==> src/sv/x256pp_pkg.sv <==
// Shared types, constants and helpers for the xoshiro256++ five-way draw block.
// No dependencies; imported by every module of the block.
package x256pp_pkg;

    localparam int unsigned WORD_W   = 64;
    localparam int unsigned NUM_SEED = 4;
    localparam int unsigned CFG_IDX_W = 2;
    localparam int unsigned BUCKET_W = 3;
    localparam int unsigned HIST_SHIFT = 8;
    localparam int unsigned IN_DATA_W  = 8;
    localparam int unsigned OUT_DATA_W = 136;

    typedef logic [WORD_W-1:0] t_word;
    typedef logic [NUM_SEED-1:0][WORD_W-1:0] t_seed_set;
    typedef logic [CFG_IDX_W-1:0] t_cfg_idx;
    typedef logic [BUCKET_W-1:0] t_bucket;

    // Register indexes on the configuration channel
    localparam t_cfg_idx REG_SEED_0 = 2'd0;
    localparam t_cfg_idx REG_SEED_1 = 2'd1;
    localparam t_cfg_idx REG_SEED_2 = 2'd2;
    localparam t_cfg_idx REG_SEED_3 = 2'd3;

    // Seed reset values
    localparam t_word SEED_RST_0 = 64'd599069558410000471;
    localparam t_word SEED_RST_1 = 64'd6334593251367909448;
    localparam t_word SEED_RST_2 = 64'd13763014985042389641;
    localparam t_word SEED_RST_3 = 64'd5577877247334134733;

    // Upper bounds (inclusive) of the first four fifths of the range
    localparam t_word FIFTH_1 = 64'd3689348814741910323;
    localparam t_word FIFTH_2 = 64'd7378697629483820646;
    localparam t_word FIFTH_3 = 64'd11068046444225730969;
    localparam t_word FIFTH_4 = 64'd14757395258967641292;

    // Bucket codes
    localparam t_bucket BKT_1 = 3'd1;
    localparam t_bucket BKT_2 = 3'd2;
    localparam t_bucket BKT_3 = 3'd3;
    localparam t_bucket BKT_4 = 3'd4;
    localparam t_bucket BKT_5 = 3'd5;

    // Generator step constants
    localparam int unsigned OUT_ROT   = 23;
    localparam int unsigned MIX_SHIFT = 17;
    localparam int unsigned S3_ROT    = 45;

    function automatic t_word rotl64(input t_word v, input int unsigned k);
        return (v << k) | (v >> (WORD_W - k));
    endfunction

endpackage

==> src/sv/x256pp_cfg.sv <==
// Seed register file written over the configuration channel.
// Depends on x256pp_pkg.
module x256pp_cfg (
    input  logic                  i_clk,
    input  logic                  i_rst_n,
    input  logic                  i_cfg_valid,
    output logic                  o_cfg_ready,
    input  x256pp_pkg::t_cfg_idx  i_cfg_index,
    input  x256pp_pkg::t_word     i_cfg_data,
    output x256pp_pkg::t_seed_set o_seeds
);
    import x256pp_pkg::*;

    t_seed_set r_seeds;

    assign o_cfg_ready = 1'b1;
    assign o_seeds     = r_seeds;

    // One seed word per write beat
    always_ff @(posedge i_clk) begin
        if (!i_rst_n) begin
            r_seeds[REG_SEED_0] <= SEED_RST_0;
            r_seeds[REG_SEED_1] <= SEED_RST_1;
            r_seeds[REG_SEED_2] <= SEED_RST_2;
            r_seeds[REG_SEED_3] <= SEED_RST_3;
        end else if (i_cfg_valid) begin
            unique case (i_cfg_index)
                REG_SEED_0: r_seeds[REG_SEED_0] <= i_cfg_data;
                REG_SEED_1: r_seeds[REG_SEED_1] <= i_cfg_data;
                REG_SEED_2: r_seeds[REG_SEED_2] <= i_cfg_data;
                REG_SEED_3: r_seeds[REG_SEED_3] <= i_cfg_data;
                default: ;
            endcase
        end
    end

endmodule

==> src/sv/x256pp_gen.sv <==
// Generator state, state step and two-stage output computation.
// Depends on x256pp_pkg.
module x256pp_gen (
    input  logic                  i_clk,
    input  logic                  i_rst_n,
    input  x256pp_pkg::t_seed_set i_seeds,
    input  logic                  i_valid,
    output logic                  o_ready,
    input  logic                  i_reload,
    output logic                  o_valid,
    input  logic                  i_ready,
    output x256pp_pkg::t_word     o_value
);
    import x256pp_pkg::*;

    t_word r_s0, r_s1, r_s2, r_s3;
    t_word s0, s1, s2, s3;
    t_word s2a, s3a;
    t_word n_s0, n_s1, n_s2, n_s3;
    t_word r_sum, r_base, r_value;
    logic  r_v1, r_v2;
    logic  st2_ready, accept;

    // Flow control: each stage moves when the one after it is free or moving
    assign st2_ready = !r_v2 || i_ready;
    assign o_ready   = !r_v1 || st2_ready;
    assign accept    = i_valid && o_ready;

    // Optional reload, then the published state step
    always_comb begin
        s0 = i_reload ? i_seeds[0] : r_s0;
        s1 = i_reload ? i_seeds[1] : r_s1;
        s2 = i_reload ? i_seeds[2] : r_s2;
        s3 = i_reload ? i_seeds[3] : r_s3;
        s2a  = s2 ^ s0;
        s3a  = s3 ^ s1;
        n_s1 = s1 ^ s2a;
        n_s0 = s0 ^ s3a;
        n_s2 = s2a ^ (s1 << MIX_SHIFT);
        n_s3 = rotl64(s3a, S3_ROT);
    end

    // State words advance once per accepted beat
    always_ff @(posedge i_clk) begin
        if (!i_rst_n) begin
            r_s0 <= SEED_RST_0;
            r_s1 <= SEED_RST_1;
            r_s2 <= SEED_RST_2;
            r_s3 <= SEED_RST_3;
        end else if (accept) begin
            r_s0 <= n_s0;
            r_s1 <= n_s1;
            r_s2 <= n_s2;
            r_s3 <= n_s3;
        end
    end

    // Stage 1: s0 + s3 of the pre-step state
    always_ff @(posedge i_clk) begin
        if (!i_rst_n) begin
            r_v1 <= 1'b0;
        end else if (o_ready) begin
            r_v1 <= i_valid;
        end
    end

    always_ff @(posedge i_clk) begin
        if (accept) begin
            r_sum  <= s0 + s3;
            r_base <= s0;
        end
    end

    // Stage 2: rotate and final add
    always_ff @(posedge i_clk) begin
        if (!i_rst_n) begin
            r_v2 <= 1'b0;
        end else if (st2_ready) begin
            r_v2 <= r_v1;
        end
    end

    always_ff @(posedge i_clk) begin
        if (st2_ready && r_v1) begin
            r_value <= rotl64(r_sum, OUT_ROT) + r_base;
        end
    end

    assign o_valid = r_v2;
    assign o_value = r_value;

`ifndef NO_ASSERTIONS
    a_st2_hold: assert property (@(posedge i_clk) disable iff (!i_rst_n)
        (r_v2 && !i_ready) |=> (r_v2 && $stable(r_value)))
        else $error("stage 2 result changed while stalled");
    a_no_accept_full: assert property (@(posedge i_clk) disable iff (!i_rst_n)
        (r_v1 && r_v2 && !i_ready) |-> !o_ready)
        else $error("input taken with both stages blocked");
    a_state_hold: assert property (@(posedge i_clk) disable iff (!i_rst_n)
        !accept |=> ($stable(r_s0) && $stable(r_s3)))
        else $error("generator state moved without an accepted beat");
`endif

endmodule

==> src/sv/x256pp_bkt.sv <==
// Bucket classification, bucket history and the output register.
// Depends on x256pp_pkg.
module x256pp_bkt (
    input  logic                 i_clk,
    input  logic                 i_rst_n,
    input  logic                 i_valid,
    output logic                 o_ready,
    input  x256pp_pkg::t_word    i_value,
    output logic                 o_valid,
    input  logic                 i_ready,
    output x256pp_pkg::t_word    o_value,
    output x256pp_pkg::t_bucket  o_bucket,
    output x256pp_pkg::t_word    o_history
);
    import x256pp_pkg::*;

    t_bucket bkt;
    t_word   r_value, r_hist;
    t_bucket r_bucket;
    logic    r_v, load;

    assign o_ready = !r_v || i_ready;
    assign load    = i_valid && o_ready;

    // Fifth of the range; a value on a boundary goes to the lower bucket
    always_comb begin
        if (i_value <= FIFTH_1)      bkt = BKT_1;
        else if (i_value <= FIFTH_2) bkt = BKT_2;
        else if (i_value <= FIFTH_3) bkt = BKT_3;
        else if (i_value <= FIFTH_4) bkt = BKT_4;
        else                         bkt = BKT_5;
    end

    // History shifts one byte per delivered draw
    always_ff @(posedge i_clk) begin
        if (!i_rst_n) begin
            r_v    <= 1'b0;
            r_hist <= '0;
        end else begin
            if (o_ready) r_v <= i_valid;
            if (load) begin
                r_hist <= {r_hist[WORD_W-HIST_SHIFT-1:0],
                           {(HIST_SHIFT-BUCKET_W){1'b0}}, bkt};
            end
        end
    end

    always_ff @(posedge i_clk) begin
        if (load) begin
            r_value  <= i_value;
            r_bucket <= bkt;
        end
    end

    assign o_valid   = r_v;
    assign o_value   = r_value;
    assign o_bucket  = r_bucket;
    assign o_history = r_hist;

`ifndef NO_ASSERTIONS
    a_bkt_range: assert property (@(posedge i_clk) disable iff (!i_rst_n)
        r_v |-> (r_bucket == BKT_1 || r_bucket == BKT_2 || r_bucket == BKT_3
                 || r_bucket == BKT_4 || r_bucket == BKT_5))
        else $error("bucket out of range");
    a_hist_low: assert property (@(posedge i_clk) disable iff (!i_rst_n)
        r_v |-> (r_hist[HIST_SHIFT-1:0] == {{(HIST_SHIFT-BUCKET_W){1'b0}}, r_bucket}))
        else $error("history low byte differs from bucket");
    a_hist_stall: assert property (@(posedge i_clk) disable iff (!i_rst_n)
        (r_v && !i_ready) |=> $stable(r_hist))
        else $error("history moved while output stalled");
`endif

endmodule

==> src/sv/xoshiro256pp_five_way_draw.sv <==
// Top level of the xoshiro256++ five-way draw block.
// Depends on x256pp_pkg, x256pp_cfg, x256pp_gen and x256pp_bkt.
//
// Each input beat draws one 64-bit xoshiro256++ value, sorts it into one of
// five equal fifths of the range (bucket 1..5) and shifts the bucket into a
// 64-bit history word, one byte per draw, newest in the lowest byte.
// Input stream: s_axis_tdata[0] = reload; when set, the seed registers are
// copied into the generator state before the draw.
// Output stream: one beat per input beat, in order.
// Config channel: i_cfg_index selects seed word 0..3, written on
// i_cfg_valid (always ready). Write only while the block is idle.
// Pipeline: sum stage, rotate/add stage, bucket/output register. Throughput:
// one beat per cycle while the output is not stalled; the state
// step is a single xor/rotate level done at acceptance.
// Reset: seeds and state take their default seeds, history clears, no beats
// in flight. A stall on m_axis_tready holds the output and backs up through
// the two internal stages; input is refused only when all three are full.
module xoshiro256pp_five_way_draw (
    input  logic                               i_clk,
    input  logic                               i_rst_n,
    // config channel
    input  logic                               i_cfg_valid,
    output logic                               o_cfg_ready,
    input  x256pp_pkg::t_cfg_idx               i_cfg_index,
    input  x256pp_pkg::t_word                  i_cfg_data,
    // input stream
    input  logic                               s_axis_tvalid,
    output logic                               s_axis_tready,
    // [0] reload_seed, [7:1] zero
    input  logic [x256pp_pkg::IN_DATA_W-1:0]   s_axis_tdata,
    // output stream
    output logic                               m_axis_tvalid,
    input  logic                               m_axis_tready,
    // [63:0] random_value, [66:64] bucket, [130:67] packed_buckets, [135:131] zero
    output logic [x256pp_pkg::OUT_DATA_W-1:0]  m_axis_tdata
);
    import x256pp_pkg::*;

    t_seed_set seeds;
    logic      gen_valid, gen_ready;
    t_word     gen_value;
    t_word     out_value, out_hist;
    t_bucket   out_bucket;

    x256pp_cfg u_cfg (
        .i_clk       (i_clk),
        .i_rst_n     (i_rst_n),
        .i_cfg_valid (i_cfg_valid),
        .o_cfg_ready (o_cfg_ready),
        .i_cfg_index (i_cfg_index),
        .i_cfg_data  (i_cfg_data),
        .o_seeds     (seeds)
    );

    x256pp_gen u_gen (
        .i_clk    (i_clk),
        .i_rst_n  (i_rst_n),
        .i_seeds  (seeds),
        .i_valid  (s_axis_tvalid),
        .o_ready  (s_axis_tready),
        .i_reload (s_axis_tdata[0]),
        .o_valid  (gen_valid),
        .i_ready  (gen_ready),
        .o_value  (gen_value)
    );

    x256pp_bkt u_bkt (
        .i_clk     (i_clk),
        .i_rst_n   (i_rst_n),
        .i_valid   (gen_valid),
        .o_ready   (gen_ready),
        .i_value   (gen_value),
        .o_valid   (m_axis_tvalid),
        .i_ready   (m_axis_tready),
        .o_value   (out_value),
        .o_bucket  (out_bucket),
        .o_history (out_hist)
    );

    // Pack result fields, lowest field first
    assign m_axis_tdata = {{(OUT_DATA_W-2*WORD_W-BUCKET_W){1'b0}},
                           out_hist, out_bucket, out_value};

endmodule
==> config.mk <==
export PLATFORM = sky130hd
export DESIGN_NAME = xoshiro256pp_five_way_draw
export DESIGN_NICKNAME = d
export VERILOG_FILES = /design/src/sv/x256pp_pkg.sv /design/src/sv/x256pp_cfg.sv /design/src/sv/x256pp_gen.sv /design/src/sv/x256pp_bkt.sv /design/src/sv/xoshiro256pp_five_way_draw.sv
export SDC_FILE = /design/constraint.sdc
export NUM_CORES = 2
export LEC_CHECK = 0
export BUFFER_PORTS_ARGS = -buffer_cell sky130_fd_sc_hd__buf_2
export CORE_MARGIN = 4
export CORE_UTILIZATION = 54
export DETAILED_ROUTE_END_ITERATION = 12
export GPL_TIMING_DRIVEN = 0
export PLACE_DENSITY = 0.75
export REMOVE_ABC_BUFFERS = 1
export SETUP_SLACK_MARGIN = 0.1
export SYNTH_ARGS = -nofsm -noshare
export SYNTH_HDL_FRONTEND = slang
export SYNTH_SLANG_ARGS = --single-unit
==> constraint.sdc <==
create_clock -name i_clk -period 10.42 [get_ports i_clk]
set_input_delay 1.563 -clock i_clk [delete_from_list [all_inputs] [get_ports i_clk]]
set_output_delay 1.563 -clock i_clk [all_outputs]
set_load 0.02 [all_outputs]
==> qor.txt <==
largest net degree at the start of global routing = 167
Reg2Reg Setup Slack = 5.80 ns
vias per cell = 5.83
HP Start = u_bkt.o_history[57]
met1 wire length = 49.7 mm
PortBufs = 164
Lkg Pwr = 19.6 nW
Core Area = 0.0759 sq mm
Chip Height = 285 um
Hold WS = 0.462 ns
Final Max Slew Viols = 0
drt wl/cell = 20.8 um
total CTS buffers = 85
# rows = 101
nets = 4610
layout cells sized above 1 = 0.101
minimum clock period = 6.70 ns
area grow syn2layout = 11.1%
Seq/Total Area, Yosys = 0.448
TritonRoute pass-1 iters = 7
top layer in use = met5
worst reg2reg path depth = 13
Max VDD drop = 137 uV
Setup Skew = 0.0378 ns
CP Cell Sequence = buf_8 -> buf_16 -> buf_16 -> mux2i_1 -> inv_1 -> ha_1 -> a21oi_1 -> o21ai_1 -> o311ai_0 -> a21o_1 -> nand4b_1 -> o21ai_1 -> a21oi_1 -> a21oi_1 -> o21ai_0 -> xnor2_1
prevailing post-synth register cell = dfxtp_1
post-CTS setup buffers = 0
# fillers = 6428
DRT Wirelength = 115 mm
Hold Vio Cnt, Final = 0
hold buffers post-CTS = 0
arrival time at the worst endpoint = 7.02 ns
clk buf depth = 3
cells after synthesis = 4370
Detail Route Antenna Nets = 0
starting density of the core = 0.545
Clock Latency Late Sink = 0.66 ns
Post-synth ARST share = 0
hpwl dp = 81.9 mm
final worst slack = 3.72 ns
cell mode on critical path = a21oi_1
setup TNS = 0 ns
Tcrit/Tclk final = 0.643
post-cts resize count = 0
CP required = 10.74 ns
crit end category = register
Vias = 32100
die area = 0.0812 sq mm
Cell Area, Placed = 0.0432 sq mm
global placement routability congestion = 0.963
Yosys reg bits = 798
Setup-failing EPs final = 0
Place WS = 3.30 ns
PD cells = 195 mW/mm^2
io pins = 218
H-tree levels = 3
Netlist cell types = 92
final std cells w/o fill = 5507
drt initial violations = 2653
crit-path max cell delay = 0.74 ns
vias in the first global route = 30500
top-area cell type share of the netlist area = 0.261
Hold WC Path Type = reg -> reg
actual slew at the worst max-slew pin = 1.19 ns
status = finished, final reports clean
critical path startpoint category = primary input
cell area after layout = 0.0460 sq mm
worst setup path startpoint = s_axis_tdata[0]
r2r startpoint = u_cfg.o_seeds[15]
Yosys warning total = 0
area of the multi-input gates = 0.0213 sq mm
overall power = 8.99 mW
Crit Path Class = in -> reg
first-pass GRT wire length = 176 mm
RSZ-0062 raised after global routing = false
Met2 Wirelength = 52.1 mm
WL met3 = 7.40 mm
antenna violations before repair = 10
synth top area cells = dfxtp_1 (26%), edfxtp_1 (19%), nand2_1 (8.3%)
CP max FO = 82
Tot GR Track Use = 0.274
worst r2r dst = u_gen.r_sum[63]
Achievable Freq = 0.149 GHz
Worst-path clk slew = 0.06 ns
max-cap viol count = 0
die width = 285 um
GRT overflow = 0
Synth Cell Area = 0.0414 sq mm
DRC Markers = 0
critical path endpoint = u_gen.r_sum[63]
Inst Count DP = 5346
CP max stage cell = xnor2_1
synthesized area per cell = 9.48 sq um
final core utilization = 0.606
largest area contributor in the netlist = dfxtp_1
CTS sink cnt = 798
root buffer cell = clkbuf_16
FF/Latch Area = 0.0186 sq mm
Rel. slew slack = 0.182
Post-synth EDFFs = 259
TritonCTS clock tree = done
==> worst min-delay path by stage <==
stage                           to  slack [ns]  cells after the start
2_1_floorplan   u_cfg.o_seeds[192]        0.43                      2
3_3_place_gp    u_cfg.o_seeds[230]        0.45                      2
3_5_place_dp    u_cfg.o_seeds[226]        0.45                      2
4_1_cts        u_bkt.o_history[57]        0.46                      2
5_1_grt         u_cfg.o_seeds[190]        0.48                      2
6_report       u_bkt.o_history[57]        0.46                      2
==> synthesized netlist by cell type (118+ instances only) <==
| cell | n |
|---|---|
| nand2_1 | 913 |
| dfxtp_1 | 539 |
| o211ai_1 | 120 |
| nand3_1 | 161 |
| ha_1 | 126 |
| a21oi_1 | 175 |
| clkbuf_1 | 197 |
| o211a_1 | 140 |
| a21boi_0 | 163 |
| nor2_1 | 118 |
| xnor2_1 | 303 |
| mux2i_1 | 195 |
| inv_1 | 123 |
| edfxtp_1 | 259 |
==> cell usage in the layout (no fill, tap or decap), types with 9 or more instances in the layout <==
| master | netlist | final |
|---|---|---|
| a211oi_1 | 22 | 22 |
| a21boi_0 | 163 | 162 |
| a21o_1 | 72 | 72 |
| a21oi_1 | 175 | 175 |
| a31oi_1 | 9 | 9 |
| and3_1 | 19 | 18 |
| buf_16 | 0 | 19 |
| buf_2 | 19 | 162 |
| clkbuf_1 | 197 | 18 |
| clkbuf_16 | 0 | 86 |
| clkinv_1 | 1 | 10 |
| clkinv_2 | 0 | 10 |
| conb_1 | 2 | 46 |
| dfxtp_1 | 539 | 539 |
| edfxtp_1 | 259 | 259 |
| ha_1 | 126 | 126 |
| inv_1 | 123 | 121 |
| mux2_2 | 64 | 64 |
| mux2i_1 | 195 | 195 |
| nand2_1 | 913 | 912 |
| nand2b_1 | 13 | 13 |
| nand3_1 | 161 | 160 |
| nand4_1 | 39 | 39 |
| nand4b_1 | 9 | 9 |
| nor2_1 | 118 | 117 |
| nor2b_1 | 17 | 17 |
| nor3_1 | 31 | 31 |
| o211a_1 | 140 | 140 |
| o211ai_1 | 120 | 120 |
| o21a_1 | 17 | 17 |
| o21ai_0 | 89 | 89 |
| o21ai_1 | 15 | 15 |
| o21bai_1 | 39 | 39 |
| o31ai_1 | 10 | 10 |
| xnor2_1 | 303 | 303 |
| xor2_1 | 102 | 102 |
==> state kept, by name, summed over array words and instances (netlist names) <==
signal,cells
u_gen.r_s2,64
u_gen.o_value,64
u_bkt.o_bucket,3
u_bkt.o_valid,1
u_gen.r_s0,64
u_gen.r_s1,64
u_gen.r_base,64
u_bkt.o_history,24
u_cfg.o_seeds,256
u_gen.r_sum,64
u_bkt.o_value,64
u_gen.r_s3,64
u_gen.r_v1,1
u_gen.o_valid,1
==> power by group <==
group | leakage (nW) | switching (mW) | total [mW] | internal, mW
Sequential | 6.89 | 0.206 | 3.79 | 3.58
Combinational | 11.3 | 1.32 | 2.17 | 0.852
Clock | 1.35 | 1.26 | 3.03 | 1.77
==> cell type report <==
class	count	area share
clock buffer	112	0.0504
clock inverter	41	0.0102
sequential	798	0.403
multi-input combinational	3196	0.463
tap	1030	0.0280
antenna	8	0.000435
timing repair buffer	198	0.0346
inverter	124	0.0103
==> per-layer routing <==
| metal | global-route usage | vias up |
|---|---|---|
| met3 | 0.0399 | 213 |
| met4 | 0.122 | 4 |
| met2 | 0.439 | 1045 |
| met1 | 0.371 | 15400 |
| li1 | - | 15400 |
| met5 | 0 | - |
==> critical path, delay by kind of cell <==
kind,cells,cell delay [ns]
simple gates,1,0.13
compound gates,8,1.97
fa+ha+maj,1,0.41
buf+inv,4,1.48
xor+xnor,1,0.74
mux,1,0.42
==> kinds of logic after synthesis <==
kind of cell | count (synthesis) | share of synthesized area
AOI/OAI and AO/OA | 977 | 0.176
xor gates and xnor gates | 405 | 0.0856
adders and majority gates | 128 | 0.0390
buffers and inverters | 420 | 0.0430
DFF | 798 | 0.448
muxes | 259 | 0.0645
other | 2 | 0.000181
and+or+nand+nor | 1381 | 0.144
Power figures use the tool's default switching activity.
